## src/hw/rtl/rxpc_pkg.sv

```systemverilog
// ----------------------------------------------------------------------------
// rxpc_pkg
// Shared types for the rolling XOR packet codec: the input item and the
// result item as they travel between the stage registers and the core.
// ----------------------------------------------------------------------------
package rxpc_pkg;

	localparam int unsigned ByteW = 8;

	typedef logic [ByteW-1:0] byte_t;

	// Action codes
	typedef enum logic {
		ACT_ENCODE = 1'b0,
		ACT_DECODE = 1'b1
	} action_t;

	// One input item
	typedef struct packed {
		action_t action;
		logic    first_byte;
		byte_t   rand_key;
		byte_t   data_byte;
		logic    last_byte;
	} item_t;

	// One result item
	typedef struct packed {
		byte_t out_byte;
		logic  out_last;
		logic  checksum_ok;
	} result_t;

endpackage

```

## src/hw/rtl/rolling_xor_packet_codec.sv

```systemverilog
// ----------------------------------------------------------------------------
// rolling_xor_packet_codec
// Byte-stream codec for packet bodies: two chained rolling XOR stages,
// encode or decode per item, payload checksum check on decode.
// ----------------------------------------------------------------------------
//  channel | handshake            | payload
//  --------+----------------------+------------------------------------------
//  in      | in_valid / in_ready  | action, first_byte, rand_key, data_byte,
//          |                      | last_byte
//  out     | out_valid/ out_ready | out_byte, out_last, checksum_ok
//  cfg     | cfg_we (no wait)     | cfg_wdata -> packet_key
//
// One item per clock sustained while out_ready stays high. Each item is
// registered first in the input register, then in the result register.
// The chain update (8-bit adds and XORs in the core) is combinational.
// Reset clears the chain state, packet_key and both stage valids.
// When out_ready is low the result holds and the input register fills;
// in_ready drops only when both stages are full.
// ----------------------------------------------------------------------------
module rolling_xor_packet_codec (
	input  logic       clk,
	input  logic       arst_n,
	// input channel
	input  logic       in_valid,
	output logic       in_ready,
	input  logic       action,
	input  logic       first_byte,
	input  logic [7:0] rand_key,
	input  logic [7:0] data_byte,
	input  logic       last_byte,
	// result channel
	output logic       out_valid,
	input  logic       out_ready,
	output logic [7:0] out_byte,
	output logic       out_last,
	output logic       checksum_ok,
	// configuration
	input  logic       cfg_we,
	input  logic [7:0] cfg_wdata
);

	rxpc_pkg::byte_t   packet_key_q;
	rxpc_pkg::item_t   item_s1;
	logic              valid_s1;
	rxpc_pkg::result_t res_s2;
	logic              valid_s2;
	rxpc_pkg::result_t res_nxt;
	logic              adv_s1;
	logic              take_in;

	// stage control
	assign adv_s1   = valid_s1 && (!valid_s2 || out_ready);
	assign in_ready = !valid_s1 || adv_s1;
	assign take_in  = in_valid && in_ready;

	// key register
	always_ff @(posedge clk or negedge arst_n) begin
		if (!arst_n) begin
			packet_key_q <= '0;
		end else if (cfg_we) begin
			packet_key_q <= cfg_wdata;
		end
	end

	// input register
	always_ff @(posedge clk or negedge arst_n) begin
		if (!arst_n) begin
			valid_s1 <= 1'b0;
		end else if (in_ready) begin
			valid_s1 <= in_valid;
		end
	end

	always_ff @(posedge clk) begin
		if (take_in) begin
			item_s1.action     <= rxpc_pkg::action_t'(action);
			item_s1.first_byte <= first_byte;
			item_s1.rand_key   <= rand_key;
			item_s1.data_byte  <= data_byte;
			item_s1.last_byte  <= last_byte;
		end
	end

	rxpc_core u_core (
		.clk        (clk),
		.arst_n     (arst_n),
		.advance    (adv_s1),
		.packet_key (packet_key_q),
		.item       (item_s1),
		.result     (res_nxt)
	);

	// result register
	always_ff @(posedge clk or negedge arst_n) begin
		if (!arst_n) begin
			valid_s2 <= 1'b0;
		end else if (!valid_s2 || out_ready) begin
			valid_s2 <= valid_s1;
		end
	end

	always_ff @(posedge clk) begin
		if (adv_s1) begin
			res_s2 <= res_nxt;
		end
	end

	assign out_valid   = valid_s2;
	assign out_byte    = res_s2.out_byte;
	assign out_last    = res_s2.out_last;
	assign checksum_ok = res_s2.checksum_ok;

`ifndef ASSERT_OFF
	a_ready_when_empty: assert property (@(posedge clk) disable iff (!arst_n)
		!valid_s1 |-> in_ready)
		else $error("input register empty but in_ready low");

	a_adv_fills_out: assert property (@(posedge clk) disable iff (!arst_n)
		adv_s1 |=> valid_s2)
		else $error("advanced item missing from result register");

	a_no_overwrite: assert property (@(posedge clk) disable iff (!arst_n)
		(valid_s2 && !out_ready) |-> !adv_s1)
		else $error("stalled result overwritten");

	a_ok_on_last: assert property (@(posedge clk) disable iff (!arst_n)
		(valid_s2 && checksum_ok) |-> out_last)
		else $error("checksum_ok set on a non-last item");
`endif

endmodule

```

## src/hw/rtl/rxpc_core.sv

```systemverilog
// ----------------------------------------------------------------------------
// rxpc_core
// Chaining core: holds the per-packet chain state and codes one item per
// advance. The result is combinational from the staged item and the state.
// ----------------------------------------------------------------------------
module rxpc_core (
	input  logic             clk,
	input  logic             arst_n,
	input  logic             advance,
	input  rxpc_pkg::byte_t  packet_key,
	input  rxpc_pkg::item_t  item,
	output rxpc_pkg::result_t result
);

	rxpc_pkg::byte_t prev_inner_q;
	rxpc_pkg::byte_t prev_outer_q;
	rxpc_pkg::byte_t byte_index_q;
	rxpc_pkg::byte_t rand_key_q;
	rxpc_pkg::byte_t checksum_q;
	rxpc_pkg::byte_t sum_q;

	rxpc_pkg::byte_t pi_cur, po_cur, idx_cur, rk_cur, sum_cur;
	rxpc_pkg::byte_t inner_mask, outer_mask;
	rxpc_pkg::byte_t plain, mid, coded;
	rxpc_pkg::byte_t sum_nxt, checksum_nxt;
	logic            decode;

	// packet start clears the chain before coding
	always_comb begin
		if (item.first_byte) begin
			pi_cur  = '0;
			po_cur  = '0;
			idx_cur = '0;
			sum_cur = '0;
			rk_cur  = item.rand_key;
		end else begin
			pi_cur  = prev_inner_q;
			po_cur  = prev_outer_q;
			idx_cur = byte_index_q;
			sum_cur = sum_q;
			rk_cur  = rand_key_q;
		end
	end

	// masks: previous value + key + index + 1, mod 256
	assign inner_mask = pi_cur + rk_cur + idx_cur + rxpc_pkg::byte_t'(1);
	assign outer_mask = po_cur + packet_key + idx_cur + rxpc_pkg::byte_t'(1);

	assign decode = (item.action == rxpc_pkg::ACT_DECODE);

	// two XOR stages, run forward or in reverse
	always_comb begin
		if (decode) begin
			coded = item.data_byte;
			mid   = coded ^ outer_mask;
			plain = mid ^ inner_mask;
		end else begin
			plain = item.data_byte;
			mid   = plain ^ inner_mask;
			coded = mid ^ outer_mask;
		end
	end

	// checksum byte is kept, payload bytes are summed
	assign checksum_nxt = item.first_byte ? plain : checksum_q;
	assign sum_nxt      = item.first_byte ? sum_cur : sum_cur + plain;

	assign result.out_byte    = decode ? plain : coded;
	assign result.out_last    = item.last_byte;
	assign result.checksum_ok = decode && item.last_byte && (sum_nxt == checksum_nxt);

	// chain state
	always_ff @(posedge clk or negedge arst_n) begin
		if (!arst_n) begin
			prev_inner_q <= '0;
			prev_outer_q <= '0;
			byte_index_q <= '0;
			rand_key_q   <= '0;
			checksum_q   <= '0;
			sum_q        <= '0;
		end else if (advance) begin
			prev_inner_q <= mid;
			prev_outer_q <= coded;
			byte_index_q <= idx_cur + rxpc_pkg::byte_t'(1);
			rand_key_q   <= rk_cur;
			checksum_q   <= checksum_nxt;
			sum_q        <= sum_nxt;
		end
	end

endmodule

```

## config.mk

```make
export PLATFORM = sky130hd
export DESIGN_NAME = rolling_xor_packet_codec
export DESIGN_NICKNAME = d
export VERILOG_FILES = /design/src/hw/rtl/rxpc_pkg.sv /design/src/hw/rtl/rolling_xor_packet_codec.sv /design/src/hw/rtl/rxpc_core.sv
export SDC_FILE = /design/constraint.sdc
export NUM_CORES = 1
export LEC_CHECK = 0
export BUFFER_PORTS_ARGS = -buffer_cell sky130_fd_sc_hd__buf_4
export CORE_ASPECT_RATIO = 1.75
export CORE_MARGIN = 2
export CORE_UTILIZATION = 50
export CTS_BUF_LIST = sky130_fd_sc_hd__clkbuf_2
export DETAILED_ROUTE_END_ITERATION = 7
export GPL_TIMING_DRIVEN = 0
export PLACE_DENSITY = 0.79
export SLEW_MARGIN = 20
export SYNTH_ARGS = -nofsm -noshare
export SYNTH_HDL_FRONTEND = slang
export SYNTH_SLANG_ARGS = --single-unit
```

## constraint.sdc

```tcl
create_clock -name clk -period 4.86 [get_ports clk]
set_clock_uncertainty 0.2 [all_clocks]
set_input_delay 0.243 -clock clk [delete_from_list [all_inputs] [get_ports clk]]
set_output_delay 0.243 -clock clk [all_outputs]
set_load 0.02 [all_outputs]
```

==> metrics.md, run 1 <==
| Metric | Value |
|---|---|
| Layer with the highest usage after global routing | met2 |
| Met1 demand-to-capacity share in global routing | 29.70% |
| Number of global-route vias before repair | 4578 |
| Fin crit share | 102.7% |
| Setup WS post-layout | -0.1296 ns |
| Peak VDD IR | 438.8 µV |
| Detailed Routing Iterations Pass 1 | 5 |
| Routed Antenna Nets | 0 |
| Worst max-slew margin expressed relative to the limit | a little under a third |
| Peak clock frequency supported by timing | 0.2004 GHz |
| Routed wire length | 14.11 mm |
| Setup TNS | -0.1608 ns |
| Nets in the synthesized netlist | 566 |
| Final setup viols | 2 |
| Most common cell in the netlist | sky130_fd_sc_hd__dfrtp_1 |
| Fraction of synthesis flops using an asynchronous set or reset pin | 66.67% |
| Power density relative to cell area | roughly 730 mW/mm² |
| Violated checks | setup timing |
| Synthesis-stage register bit count | 87 |
| Vias after detailed routing | 4378 |
| Number of input and output port buffers inserted | 42 |
| GP Congestion | 0.9268 |
| Run status | finished with violations |
| Worst Path Max Fanout | 5 |
| Worst Path Required | 5.09 ns |
| Final standard cell area without fillers | roughly 0.0069 mm² |
| Number of buffers created by CTS | 9 |
| Pins over their slew limit | 0 |
| Gate count of the mapped netlist | between 400 and 500 |
| CTS H-tree lvls | 3 |
| Antenna diode count | 0 |
| P_leak | 2.951 nW |
| Post-Syn Area per Cell | about 11 µm² |
| IO Pins | 44 |
| Critical-path cell with the highest stage delay | sky130_fd_sc_hd__fa_1 |
| Instance area at placement | 0.005814 mm² |
| DRC violation count after routing | 0 |
| Launching element type of the critical path | register |
| Mean number of vias per cell | 5.892 |
| Clock edge transition at the registers on the reported setup and hold paths | roughly 0.26 ns |
| Post-synth design cell area | 0.005323 mm² |
| CTS tree | done |
| Global-route wire length before repair | 22.69 mm |
| Site row count | 49 |
| Setup repair after global routing missed its margin | true |
| Layout cell share with drive strength beyond 1 | 28.73% |
| Cell-by-cell listing of the critical path | buf_6 > buf_8 > buf_4 > mux2_2 > fa_1 > ha_1 > inv_1 > a21oi_2 > o21ai_0 > nand2b_1 > xnor2_2 > xor2_1 > mux2_4 > ha_4 > o21a_1 > o21a_1 > o31ai_1 > a41o_1 > a21oi_2 > xnor2_2 > a2111oi_4 |
| Global-route total usage across every layer | 26.41% |
| Slew at the pin closest to its max-slew limit | around 1 ns |
| Prevailing post-synth register cell | sky130_fd_sc_hd__dfrtp_1 |
| Area Overhead vs Synth | 28.89% |
| Fin nets | 680 |
| Core Area | 0.01030 mm² |
| Total grt overflow | 0 |
| Hold_ws | 0.009066 ns |
| Height of the die | 140.5 µm |
| Clock latency at the later pin of the worst-skew pair | 0.60 ns |
| Proportion of netlist area held by the largest area contributor | 27.27% |
| Kind of critical path | register to register |
| Nature of the critical path endpoint | register |
| Routed WL per cell | 18.99 µm |
| Sum of buffers and inverters on the critical path | 4 |
| Number of warning messages in the yosys log | 0 |
| Post-synth EDFFs | 29 |
| Most frequent cells after synthesis | 58 x sky130_fd_sc_hd__dfrtp_1, 48 x sky130_fd_sc_hd__nand2_1, 36 x sky130_fd_sc_hd__xnor2_1 |
| Horizontal die dimension | 82.00 µm |
| Worst path top cell family by delay | compound AO/OA/AOI/OAI gates |
| Number of buffers on the longest clock path | 2 |
| Largest stage delay, worst path | 0.48 ns |
| Antenna violations before repair | 0 |
| DRC violation total after the first TritonRoute iteration | 305 |
| Max_cap viols | 0 |
| Number of hold violations in the final report | 0 |
| Arrival time of the worst setup path | 5.22 ns |
| Placed wire-length estimate after detailed placement | around 9.4 mm |
| Die footprint | 0.01152 mm² |
| Class of the most critical hold timing path | input pin to async pin |
| Clock root buffer master | sky130_fd_sc_hd__clkbuf_2 |
| Met2 track demand over resource | 45.74% |
| Leading cell types by total area after synthesis | sky130_fd_sc_hd__dfrtp_1 27%, sky130_fd_sc_hd__edfxtp_1 16%, sky130_fd_sc_hd__ha_1 6.1% |
| Number of sinks driven by the clock tree | 87 |
| Effective utilization at floorplan | 51.68% |
| Final core area utilization | 66.61% |
| Time the worst path needs with I/O delays and setup | ~5.0 ns |
| Setup slack, reg-to-reg | -0.13 ns |
| Largest net degree at the start of global routing | a little under 60 |
| Post-synth cell types | 59 |
| Met3 usage | 3.995% |
| Cell accounting for the most synthesized area | sky130_fd_sc_hd__dfrtp_1 |
| Post-synthesis sequential area ratio | 43.63% |
[power by group]
part / internal (mW) / switching, mW
Clock: 0.0666 / 0.271
Sequential: 1.03 / 0.126
Combinational: 1.65 / 1.83
[cell usage in the layout (no fill, tap or decap), types with 4 or more instances in the layout]
cell,count
sky130_fd_sc_hd__nor2_1,18
sky130_fd_sc_hd__a21oi_1,12
sky130_fd_sc_hd__clkbuf_1,11
sky130_fd_sc_hd__inv_2,4
sky130_fd_sc_hd__o21ai_0,34
sky130_fd_sc_hd__ha_4,6
sky130_fd_sc_hd__a21oi_2,5
sky130_fd_sc_hd__nand3_1,8
sky130_fd_sc_hd__xnor2_2,8
sky130_fd_sc_hd__nand2_1,48
sky130_fd_sc_hd__o21a_1,4
sky130_fd_sc_hd__xor2_2,7
sky130_fd_sc_hd__ha_1,19
sky130_fd_sc_hd__clkinvlp_4,4
sky130_fd_sc_hd__a21o_1,10
sky130_fd_sc_hd__xor2_1,17
sky130_fd_sc_hd__inv_1,15
sky130_fd_sc_hd__fa_1,9
sky130_fd_sc_hd__mux2_2,24
sky130_fd_sc_hd__nor2b_1,18
sky130_fd_sc_hd__o31ai_1,6
sky130_fd_sc_hd__mux2i_1,12
sky130_fd_sc_hd__buf_4,69
sky130_fd_sc_hd__nor2_2,6
sky130_fd_sc_hd__nand2b_1,4
sky130_fd_sc_hd__nor2b_2,4
sky130_fd_sc_hd__dfrtp_1,58
sky130_fd_sc_hd__dlygate4sd3_1,35
sky130_fd_sc_hd__nor3_1,6
sky130_fd_sc_hd__xnor2_1,27
sky130_fd_sc_hd__clkbuf_2,9
sky130_fd_sc_hd__nand4_1,5
sky130_fd_sc_hd__edfxtp_1,29
[layer usage]
layer | vias to the layer above | routed length, µm
met2 | 168 | 7706
met5 | - | 0
met4 | 0 | 793
met1 | 2172 | 5006
li1 | 1972 | -
met3 | 66 | 599
[repair_timing]
action	in CTS	in global routing
setup buffers	21	5
resized for setup	59	18
hold endpoints to repair	87	1
pin swaps	29	14
endpoints found under the setup margin	5	2
hold buffers	34	1
[flip-flops by register name (all words and copies together), names as in the netlist]
| name | cells |
|---|---|
| item_s1 | 19 |
| out_byte | 8 |
| out_valid | 1 |
| checksum_ok | 1 |
| u_core.rand_key_q | 8 |
| valid_s1 | 1 |
| u_core.checksum_q | 8 |
| u_core.sum_q | 8 |
| out_last | 1 |
| u_core.prev_inner_q | 8 |
| u_core.byte_index_q | 8 |
| packet_key_q | 8 |
| u_core.prev_outer_q | 8 |
[worst paths after layout]
kind,start,endpoint,depth (start not counted)
worst max-delay path,item_s1[17],checksum_ok,21
worst min-delay path,arst_n,u_core.prev_outer_q[0],2
worst max register to register,item_s1[17],checksum_ok,21
worst min register to register,u_core.prev_inner_q[3],u_core.prev_inner_q[3],2
max in group asynchronous,arst_n,u_core.rand_key_q[3],2
min in group clk,data_byte[0],item_s1[1],2
[cell families after synthesis]
kind of cell / share of synthesized area (%)
AO/OA/AOI/OAI: 12.55
multiplexers: 7.922
flip-flops: 43.63
AND/OR/NAND/NOR: 11.89
adder cells (fa/ha/maj): 10.46
buffers and inverters: 2.821
XOR/XNOR: 10.72
[through the flow]
stage                     total power, mW  worst slack [ns]  cells
after CTS                           4.720           -0.1610    737
after floorplan                     3.130          0.009762    497
after detailed placement            3.707           -0.8995    666
after global placement              3.586           -0.7528    666
final                               4.977           -0.1296    743
after global routing                5.300           -0.2889    743
[area by class of cell]
type                       instances  area (µm²)
timing repair buffer             103       860.8
fill                             726        3440
buffer                            20       130.1
multi-input combinational        370        3216
tap                              127       158.9
clock buffer                       9       45.04
sequential                        87        2322
clock inverter                     7       48.80
inverter                          20       78.83
Power figures use the tool's default switching activity.
==> run 2: changes to the inputs <==
PLACE_DENSITY = 0.71   (was 0.79)
==> run 2 against run 1 <==
Against the previous run:
- the flow still finishes with violations (setup timing)
- sequential power hardly changed
- sequential cell count unchanged
- utilization rose by 0.61 points
- design area increased by 0.91%
- worst hold slack better by 0.039 ns
- sequential share of layout area decreased by 0.31 points
- global-route usage shrank 0.31 points
- register-to-register slack got worse by 0.19 ns
- critical path depth increased by 1
- combinational power rose by 3%
- die area stayed put
- non-clock buffer count increased by 4
- critical path type unchanged
==> metrics.md, run 2 (synthesis results as in run 1) <==
| Metric | Value |
|---|---|
| Run status | finished with violations (unchanged) |
| Violated checks | setup timing (unchanged) |
| CTS tree | done (unchanged) |
| Horizontal die dimension | 82.00 µm (unchanged) |
| Number of hold violations in the final report | 0 (unchanged) |
| IO Pins | 44 (unchanged) |
| Global-route total usage across every layer | 26.10% (was 26.41%) |
| Slew at the pin closest to its max-slew limit | 1.008 ns (was 1.027 ns) |
| Comb power frac | 70.3% (was 70.1%) |
| Kind of critical path | register to register (unchanged) |
| Number of flip-flops under the largest register name | 19 (unchanged) |
| Top reg by flops | item_s1 (unchanged) |
| Largest net degree at the start of global routing | 59 (unchanged) |
| Non-filler instance count after layout | 747 (was 743) |
| Most common cell after layout, fill and taps aside | sky130_fd_sc_hd__buf_4 (unchanged) |
| GP Congestion | 0.9187 (was 0.9268) |
| Class of the most critical hold timing path | input pin to async pin (unchanged) |
| Die footprint | 0.01152 mm² (unchanged) |
| Final setup viols | 2 (unchanged) |
| Global-route wire length before repair | 22.28 mm (was 22.69 mm) |
| Fin crit share | 106.6% (was 102.7%) |
| Number of buffers on the longest clock path | 2 (unchanged) |
| Setup repair after global routing missed its margin | true (unchanged) |
| Final core area utilization | 67.21% (was 66.61%) |
| Number of buffers created by CTS | 9 (unchanged) |
| P_leak | 2.995 nW (was 2.951 nW) |
| Effective utilization at floorplan | 51.68% (unchanged) |
| Routed Antenna Nets | 0 (unchanged) |
| Cell Count Post-Placement | 666 (unchanged) |
| Total net switching power | 2.219 mW (was 2.231 mW) |
| Layout cell share with drive strength beyond 1 | 29.40% (was 28.73%) |
| Antenna violations before repair | 1 (was 0) |
| Number of global-route vias before repair | 4489 (was 4578) |
| DRC violation total after the first TritonRoute iteration | 276 (was 305) |
| Final standard cell area without fillers | 0.006923 mm² (was 0.006860 mm²) |
| Crit Reg-Reg Startpoint | item_s1[17] (unchanged) |
| Worst reg2reg path endpoint | checksum_ok (unchanged) |
| Peak VDD IR | 452.3 µV (was 438.8 µV) |
| Core Area | 0.01030 mm² (unchanged) |
| Instance area at placement | 0.005814 mm² (unchanged) |
| Highest-count cells in the layout ignoring fill and taps | 74 x sky130_fd_sc_hd__buf_4, 58 x sky130_fd_sc_hd__dfrtp_1, 48 x sky130_fd_sc_hd__nand2_1 (was 69 x sky130_fd_sc_hd__buf_4, 58 x sky130_fd_sc_hd__dfrtp_1, 48 x sky130_fd_sc_hd__nand2_1) |
| Sw Share | 43.38% (was 44.82%) |
| Arrival time of the worst setup path | 5.39 ns (was 5.22 ns) |
| Placement-stage worst setup slack | -0.8622 ns (was -0.8995 ns) |
| Cell internal pwr | 2.897 mW (was 2.747 mW) |
| Setup slack, reg-to-reg | -0.32 ns (was -0.13 ns) |
| R2r worst-path depth | 22 (was 21) |
| Nature of the critical path endpoint | register (unchanged) |
| Peak clock frequency supported by timing | 0.1930 GHz (was 0.2004 GHz) |
| CTS H-tree lvls | 3 (unchanged) |
| Power density relative to cell area | 739.0 mW/mm² (was 725.5 mW/mm²) |
| Number of sinks driven by the clock tree | 87 (unchanged) |
| Worst Path Max Fanout | 10 (was 5) |
| Area Overhead vs Synth | 30.07% (was 28.89%) |
| Number of input and output port buffers inserted | 42 (unchanged) |
| Pins over their slew limit | 0 (unchanged) |
| Site row count | 49 (unchanged) |
| Time the worst path needs with I/O delays and setup | 5.180 ns (was 4.990 ns) |
| Total grt overflow | 0 (unchanged) |
| Clock root buffer master | sky130_fd_sc_hd__clkbuf_2 (unchanged) |
| Routed WL per cell | 18.44 µm (was 18.99 µm) |
| Fraction of power consumed by sequential logic | 22.6% (was 23.2%) |
| DRC violation count after routing | 0 (unchanged) |
| Launching element type of the critical path | register (unchanged) |
| Routed wire length | 13.77 mm (was 14.11 mm) |
| Worst Path Required | 5.07 ns (was 5.09 ns) |
| Clock latency at the later pin of the worst-skew pair | 0.58 ns (was 0.60 ns) |
| Fin nets | 684 (was 680) |
| Worst max-slew margin expressed relative to the limit | 32.82% (was 31.56%) |
| Max_cap viols | 0 (unchanged) |
| Detailed Routing Iterations Pass 1 | 5 (unchanged) |
| Clock edge transition at the registers on the reported setup and hold paths | 0.23 ns (was 0.26 ns) |
| Mean number of vias per cell | 5.637 (was 5.892) |
| Placed wire-length estimate after detailed placement | 9.447 mm (was 9.368 mm) |
| Setup WS post-layout | -0.3202 ns (was -0.1296 ns) |
| Height of the die | 140.5 µm (unchanged) |
| Proportion of power drawn by the clock network | 7.1% (was 6.8%) |
| Vias after detailed routing | 4211 (was 4378) |
run 2: changes by cell type in the layout (fill, tap and decap cells not counted), sizes merged:
cell	change
dlygate4sd3	-2
clkbuf	+1
clkinvlp	-3
diode	+1
bufinv	+1
inv	-1
clkinv	+1
buf	+6
run 2: metrics by stage:
step,power (mW),setup TNS [ns],hold WS (ns)
2_1_floorplan,3.130,0,-0.2526
3_3_place_gp,3.618,-1.595,0.1759
3_5_place_dp,3.700,-1.878,0.1783
4_1_cts,4.794,-0.2341,0.03329
5_1_grt,5.450,-0.8743,0.01448
6_report,5.116,-0.4223,0.04835
run 2: worst max-delay path by stage:
| stage | startpoint | endpoint |
|---|---|---|
| after detailed placement | item_s1[17] | checksum_ok |
| after global routing | item_s1[17] | checksum_ok |
| after global placement | item_s1[17] | checksum_ok |
| after floorplan | item_s1[17] | checksum_ok |
| after CTS | item_s1[17] | checksum_ok |
| final | item_s1[17] | checksum_ok |
run 2: cell type report:
type | instances | area [µm²]
Antenna cell | 1 | 2.502
Clock inverter | 5 | 50.05
Sequential cell | 87 | 2322
Fill cell | 775 | 3377
Buffer | 20 | 135.1
Inverter | 20 | 77.57
Timing Repair Buffer | 107 | 889.6
Multi-Input combinational cell | 370 | 3237
Clock buffer | 10 | 50.05
Tap cell | 127 | 158.9
run 2: power groups by stage:
stage	clock network (mW)	logic (mW)	registers (mW)
finish	0.363	3.60	1.15
global route	0.397	3.88	1.18
CTS	0.372	3.27	1.15
detailed placement	0	2.53	1.17
global placement	0	2.46	1.15
floorplan	0	1.95	1.18
run 2: routing by layer:
layer | GRT usage (%) | vias up | share of wire [%]
li1 | - | 1980 | -
met1 | 30.79 | 2086 | 38
met2 | 43.99 | 103 | 54
met3 | 4.317 | 42 | 3.2
met4 | 14.30 | 0 | 4.4
met5 | 0 | - | 0
run 2: timing repair:
| item | in CTS | in global routing |
|---|---|---|
| endpoints found under the hold margin | 87 | 0 |
| gates resized for setup | 58 | 26 |
| setup endpoints to repair | 5 | 4 |
| pin swaps | 23 | 18 |
| hold buffers | 33 | 0 |
| buffers inserted | 22 | 11 |
run 2: worst max-delay path, cell delays in order (launching register included):
cell                        delay (ns)
sky130_fd_sc_hd__edfxtp_1         0.49
sky130_fd_sc_hd__buf_6            0.17
sky130_fd_sc_hd__buf_12           0.12
sky130_fd_sc_hd__clkbuf_16        0.15
sky130_fd_sc_hd__buf_4            0.17
sky130_fd_sc_hd__nand2_1          0.06
sky130_fd_sc_hd__o21ai_0          0.08
sky130_fd_sc_hd__ha_1             0.31
sky130_fd_sc_hd__inv_1            0.06
sky130_fd_sc_hd__fa_2             0.61
sky130_fd_sc_hd__xnor2_2          0.14
sky130_fd_sc_hd__xnor2_2          0.14
sky130_fd_sc_hd__nor2_1           0.07
sky130_fd_sc_hd__a21oi_2          0.20
sky130_fd_sc_hd__buf_4            0.15
sky130_fd_sc_hd__fa_2             0.43
sky130_fd_sc_hd__xnor2_1          0.16
sky130_fd_sc_hd__nor2_1           0.09
sky130_fd_sc_hd__nand4_1          0.12
sky130_fd_sc_hd__o32ai_2          0.23
sky130_fd_sc_hd__o311ai_2         0.17
sky130_fd_sc_hd__a2111o_1         0.46
sky130_fd_sc_hd__a2111oi_4        0.22
==> run 3: changes to the inputs <==
ABC_AREA = 1   (was not set)
RECOVER_POWER = 100   (was not set)
==> run 3 against run 2 <==
Against the previous run:
- the flow finishes with violations (capacitance limit, slew limit)
- highest routed layer unchanged
- critical endpoint unchanged
- sequential cell count unchanged
- first-iteration DRC count grew 20%
- clock power is 35% higher
- fmax grew 7.1%
- critical path type unchanged
- die area is 3.9% higher
- cell count rose by 25%
- worst hold slack lost 0.039 ns
- register-to-register slack improved by 0.34 ns
==> metrics.md, run 3 <==
| Metric | Value |
|---|---|
| Most frequent cells after synthesis | 162 x sky130_fd_sc_hd__nand2_1, 114 x sky130_fd_sc_hd__inv_1, 67 x sky130_fd_sc_hd__o21ai_0 (was 58 x sky130_fd_sc_hd__dfrtp_1, 48 x sky130_fd_sc_hd__nand2_1, 36 x sky130_fd_sc_hd__xnor2_1) |
| Antenna violations before repair | 1 (unchanged) |
| Worst reg2reg path endpoint | checksum_ok (unchanged) |
| Most common cell after layout, fill and taps aside | sky130_fd_sc_hd__nand2_1 (was sky130_fd_sc_hd__buf_4) |
| Post-synth EDFFs | 29 (unchanged) |
| Critical-path cell with the highest stage delay | sky130_fd_sc_hd__fa_2 (unchanged) |
| Pins over their slew limit | 59 (was 0) |
| Final standard cell area without fillers | 0.006872 mm² (was 0.006923 mm²) |
| Nets in the synthesized netlist | 764 (was 566) |
| Placement-stage worst setup slack | -1.172 ns (was -0.8622 ns) |
| Setup repair after global routing missed its margin | true (unchanged) |
| Kind of critical path | register to register (unchanged) |
| Max_cap viols | 1 (was 0) |
| Worst max-slew margin expressed relative to the limit | -122.5% (was 32.82%) |
| Time the worst path needs with I/O delays and setup | 4.838 ns (was 5.180 ns) |
| Power density relative to cell area | 640.2 mW/mm² (was 739.0 mW/mm²) |
| Met3 usage | 4.335% (was 4.317%) |
| Instance area at placement | 0.006023 mm² (was 0.005814 mm²) |
| Met2 track demand over resource | 49.92% (was 43.99%) |
| Peak clock frequency supported by timing | 0.2067 GHz (was 0.1930 GHz) |
| Area taken by flip-flops and latches | 0.002322 mm² (unchanged) |
| Final core area utilization | 63.86% (was 67.21%) |
| Number of flip-flops under the largest register name | 19 (unchanged) |
| Layout cell share with drive strength beyond 1 | 15.92% (was 29.40%) |
| Number of input and output port buffers inserted | 43 (was 42) |
| Die footprint | 0.01196 mm² (was 0.01152 mm²) |
| Arrival time of the worst setup path | 5.12 ns (was 5.39 ns) |
| Run status | finished with violations (unchanged) |
| Post-synth design cell area | 0.005537 mm² (was 0.005323 mm²) |
| Clock edge transition at the registers on the reported setup and hold paths | 0.24 ns (was 0.23 ns) |
| Post-synth cell types | 42 (was 59) |
| P_leak | 3.355 nW (was 2.995 nW) |
| Top reg by flops | item_s1 (unchanged) |
| Crit Reg-Reg Startpoint | item_s1[17] (unchanged) |
| Critical path launch point | item_s1[17] (unchanged) |
| Number of buffers on the longest clock path | 2 (unchanged) |
| Setup WS post-layout | 0.02170 ns (was -0.3202 ns) |
| IO Pins | 44 (unchanged) |
| Layer with the highest usage after global routing | met2 (unchanged) |
| Prevailing post-synth register cell | sky130_fd_sc_hd__dfrtp_1 (unchanged) |
| Leading cell types by total area after synthesis | sky130_fd_sc_hd__dfrtp_1 26%, sky130_fd_sc_hd__edfxtp_1 16%, sky130_fd_sc_hd__nand2_1 11% (was sky130_fd_sc_hd__dfrtp_1 27%, sky130_fd_sc_hd__edfxtp_1 16%, sky130_fd_sc_hd__ha_1 6.1%) |
| Post-synthesis sequential area ratio | 41.94% (was 43.63%) |
| Final setup viols | 0 (was 2) |
| Routed wire length | 15.58 mm (was 13.77 mm) |
| Worst Path Required | 5.15 ns (was 5.07 ns) |
| Peak VDD IR | 390.8 µV (was 452.3 µV) |
| CTS tree | done (unchanged) |
| Cell accounting for the most synthesized area | sky130_fd_sc_hd__dfrtp_1 (unchanged) |
| Count of fill cells added during filler insertion | 916 (was 775) |
| Cell-by-cell listing of the critical path | buf_6 > buf_8 > clkbuf_16 > mux2i_4 > ha_1 > inv_1 > ha_2 > inv_2 > fa_2 > xor2_2 > nand2_1 > o21ai_2 > inv_2 > fa_2 > nor3_1 > a2111oi_2 > nand2_1 > a21oi_2 > nand3_1 > nor2_1 > nand2_1 > nor2_1 > nand2_1 > nor2_1 (was buf_6 > buf_12 > clkbuf_16 > buf_4 > nand2_1 > o21ai_0 > ha_1 > inv_1 > fa_2 > xnor2_2 > xnor2_2 > nor2_1 > a21oi_2 > buf_4 > fa_2 > xnor2_1 > nor2_1 > nand4_1 > o32ai_2 > o311ai_2 > a2111o_1 > a2111oi_4) |
| Routed Antenna Nets | 0 (unchanged) |
| CP Capture Point | checksum_ok (unchanged) |
| Number of warning messages in the yosys log | 0 (unchanged) |
| Placed wire-length estimate after detailed placement | 11.14 mm (was 9.447 mm) |
| Global-route total usage across every layer | 26.60% (was 26.10%) |
| Hold_ws | 0.009631 ns (was 0.04835 ns) |
| Vias after detailed routing | 5125 (was 4211) |
| Height of the die | 143.2 µm (was 140.5 µm) |
| CP most frequent cell | sky130_fd_sc_hd__nand2_1 |
| Mean number of vias per cell | 5.481 (was 5.637) |
| Global-route wire length before repair | 24.31 mm (was 22.28 mm) |
| Detailed Routing Iterations Pass 1 | 5 (unchanged) |
| GP Congestion | 0.9309 (was 0.9187) |
| Fraction of synthesis flops using an asynchronous set or reset pin | 66.67% (unchanged) |
| Fin nets | 868 (was 684) |
| Slew at the pin closest to its max-slew limit | 3.338 ns (was 1.008 ns) |
| Most common cell in the netlist | sky130_fd_sc_hd__nand2_1 (was sky130_fd_sc_hd__dfrtp_1) |
| Class of the most critical hold timing path | input pin to register (was input pin to async pin) |
| Core Area | 0.01076 mm² (was 0.01030 mm²) |
| Total grt overflow | 0 (unchanged) |
| Number of hold violations in the final report | 0 (unchanged) |
| Site row count | 50 (was 49) |
| Nature of the critical path endpoint | register (unchanged) |
| Sum of buffers and inverters on the critical path | 6 (unchanged) |
| Worst Path Max Fanout | 8 (was 10) |
| DRC violation count after routing | 0 (unchanged) |
| Routed WL per cell | 16.67 µm (was 18.44 µm) |
| Clock root buffer master | sky130_fd_sc_hd__clkbuf_2 (unchanged) |
| Clock latency at the later pin of the worst-skew pair | 0.60 ns (was 0.58 ns) |
| R2r worst-path depth | 24 (was 22) |
| Highest-count cells in the layout ignoring fill and taps | 158 x sky130_fd_sc_hd__nand2_1, 111 x sky130_fd_sc_hd__inv_1, 61 x sky130_fd_sc_hd__o21ai_0 (was 74 x sky130_fd_sc_hd__buf_4, 58 x sky130_fd_sc_hd__dfrtp_1, 48 x sky130_fd_sc_hd__nand2_1) |
| Met1 demand-to-capacity share in global routing | 27.89% (was 30.79%) |
| Largest stage delay, worst path | 0.58 ns (was 0.61 ns) |
| Synthesis-stage register bit count | 87 (unchanged) |
| Number of sinks driven by the clock tree | 87 (unchanged) |
| Worst path top cell family by delay | adder cells (was compound AO/OA/AOI/OAI gates) |
| Post-Syn Area per Cell | 7.966 µm² (was 10.71 µm²) |
| CTS H-tree lvls | 3 (unchanged) |
| Multi-input gate area | 0.002895 mm² (was 0.003237 mm²) |
| Setup slack, reg-to-reg | 0.02 ns (was -0.32 ns) |
| Largest net degree at the start of global routing | 59 (unchanged) |
| Fin crit share | 99.55% (was 106.6%) |
| Number of buffers created by CTS | 9 (unchanged) |
| Violated checks | capacitance limit, slew limit (was setup timing) |
| DRC violation total after the first TritonRoute iteration | 332 (was 276) |
| Horizontal die dimension | 83.55 µm (was 82.00 µm) |
| Number of global-route vias before repair | 5001 (was 4489) |
| Launching element type of the critical path | register (unchanged) |
| Proportion of netlist area held by the largest area contributor | 26.21% (was 27.27%) |
| Effective utilization at floorplan | 51.45% (was 51.68%) |
| Crit path depth | 24 (was 22) |
| Area Overhead vs Synth | 24.11% (was 30.07%) |
| Gate count of the mapped netlist | 695 (was 497) |
## run 3: cell count changes after synthesis, moves of 13 or more
cell	delta
sky130_fd_sc_hd__nand3_1	+35
sky130_fd_sc_hd__mux2i_1	-13
sky130_fd_sc_hd__nor2b_1	-24
sky130_fd_sc_hd__nor2_1	+33
sky130_fd_sc_hd__o21ai_0	+32
sky130_fd_sc_hd__inv_1	+96
sky130_fd_sc_hd__nand2_1	+114
sky130_fd_sc_hd__xnor2_1	-27
sky130_fd_sc_hd__mux2_2	-20
## run 3: power by group
| group | leakage [nW] | switching, mW | internal (mW) |
|---|---|---|---|
| sequential | 0.997 | 0.0994 | 1.03 |
| clock | 0.0940 | 0.268 | 0.223 |
| combinational | 2.26 | 1.66 | 1.12 |
## run 3: per-stage QoR
stage | setup TNS [ns] | cells | power (mW)
final | 0 | 935 | 4.399
after global placement | -2.721 | 868 | 3.269
after CTS | 0 | 923 | 4.082
after global routing | -0.1954 | 935 | 4.751
after floorplan | 0 | 695 | 2.788
after detailed placement | -3.304 | 868 | 3.353
## run 3: timing repair
item | in CTS | in global routing
endpoints found under the hold margin | 87 | 0
endpoints found under the setup margin | 8 | 3
buffers inserted | 7 | 10
gates cloned | 0 | 1
gates resized for setup | 34 | 37
pin swaps | 7 | 21
hold buffers | 33 | 0
## run 3: tightest hold or removal path: cells and delay by family
family | cells | cell delay (ns)
compound gates | 1 | 0.07
simple gates | 1 | 0.11
buf+inv | 2 | 0.36
## run 3: how the worst min path moves through the flow
stage / start / to / slack (ns) / cells past startpoint
6_report: cfg_we / packet_key_q[0] / 0.01 / 4
5_1_grt: cfg_we / packet_key_q[2] / 0.02 / 4
4_1_cts: cfg_we / packet_key_q[0] / 0.007 / 4
3_5_place_dp: arst_n / u_core.checksum_q[1] / 0.18 / 1
3_3_place_gp: arst_n / u_core.checksum_q[1] / 0.17 / 1
2_1_floorplan: arst_n / out_valid / -0.25 / 0
## run 3: area by class of cell
| type | count | area share [%] |
|---|---|---|
| Multi-Input combinational cell | 471 | 42.13 |
| Sequential cell | 87 | 33.79 |
| Timing Repair Buffer | 94 | 10.82 |
| Inverter | 115 | 6.355 |
| Tap cell | 130 | 2.367 |
| Buffer | 21 | 2.203 |
| Clock inverter | 6 | 1.566 |
| Clock buffer | 10 | 0.7283 |
| Antenna cell | 1 | 0.03642 |
## run 3: metal layers
layer / wire [µm] / share of wire (%)
met1: 5593 / 36
met2: 8394 / 54
met3: 746 / 4.8
met4: 850 / 5.5
met5: 0 / 0
## run 3: kinds of logic (layout without fill, tap and decap cells)
group                    count (synthesis)  count (layout)  share of synthesized area (%)
AND/OR/NAND/NOR                        290             290                          22.21
buffers and inverters                  137             246                          9.582
AO/OA/AOI/OAI                          112             112                          11.10
flip-flops                              87              87                          41.94
adder cells (fa/ha/maj)                 37              37                          9.853
XOR/XNOR                                26              26                          4.113
multiplexers                             6               6                          1.198
other                                    0               1                              0
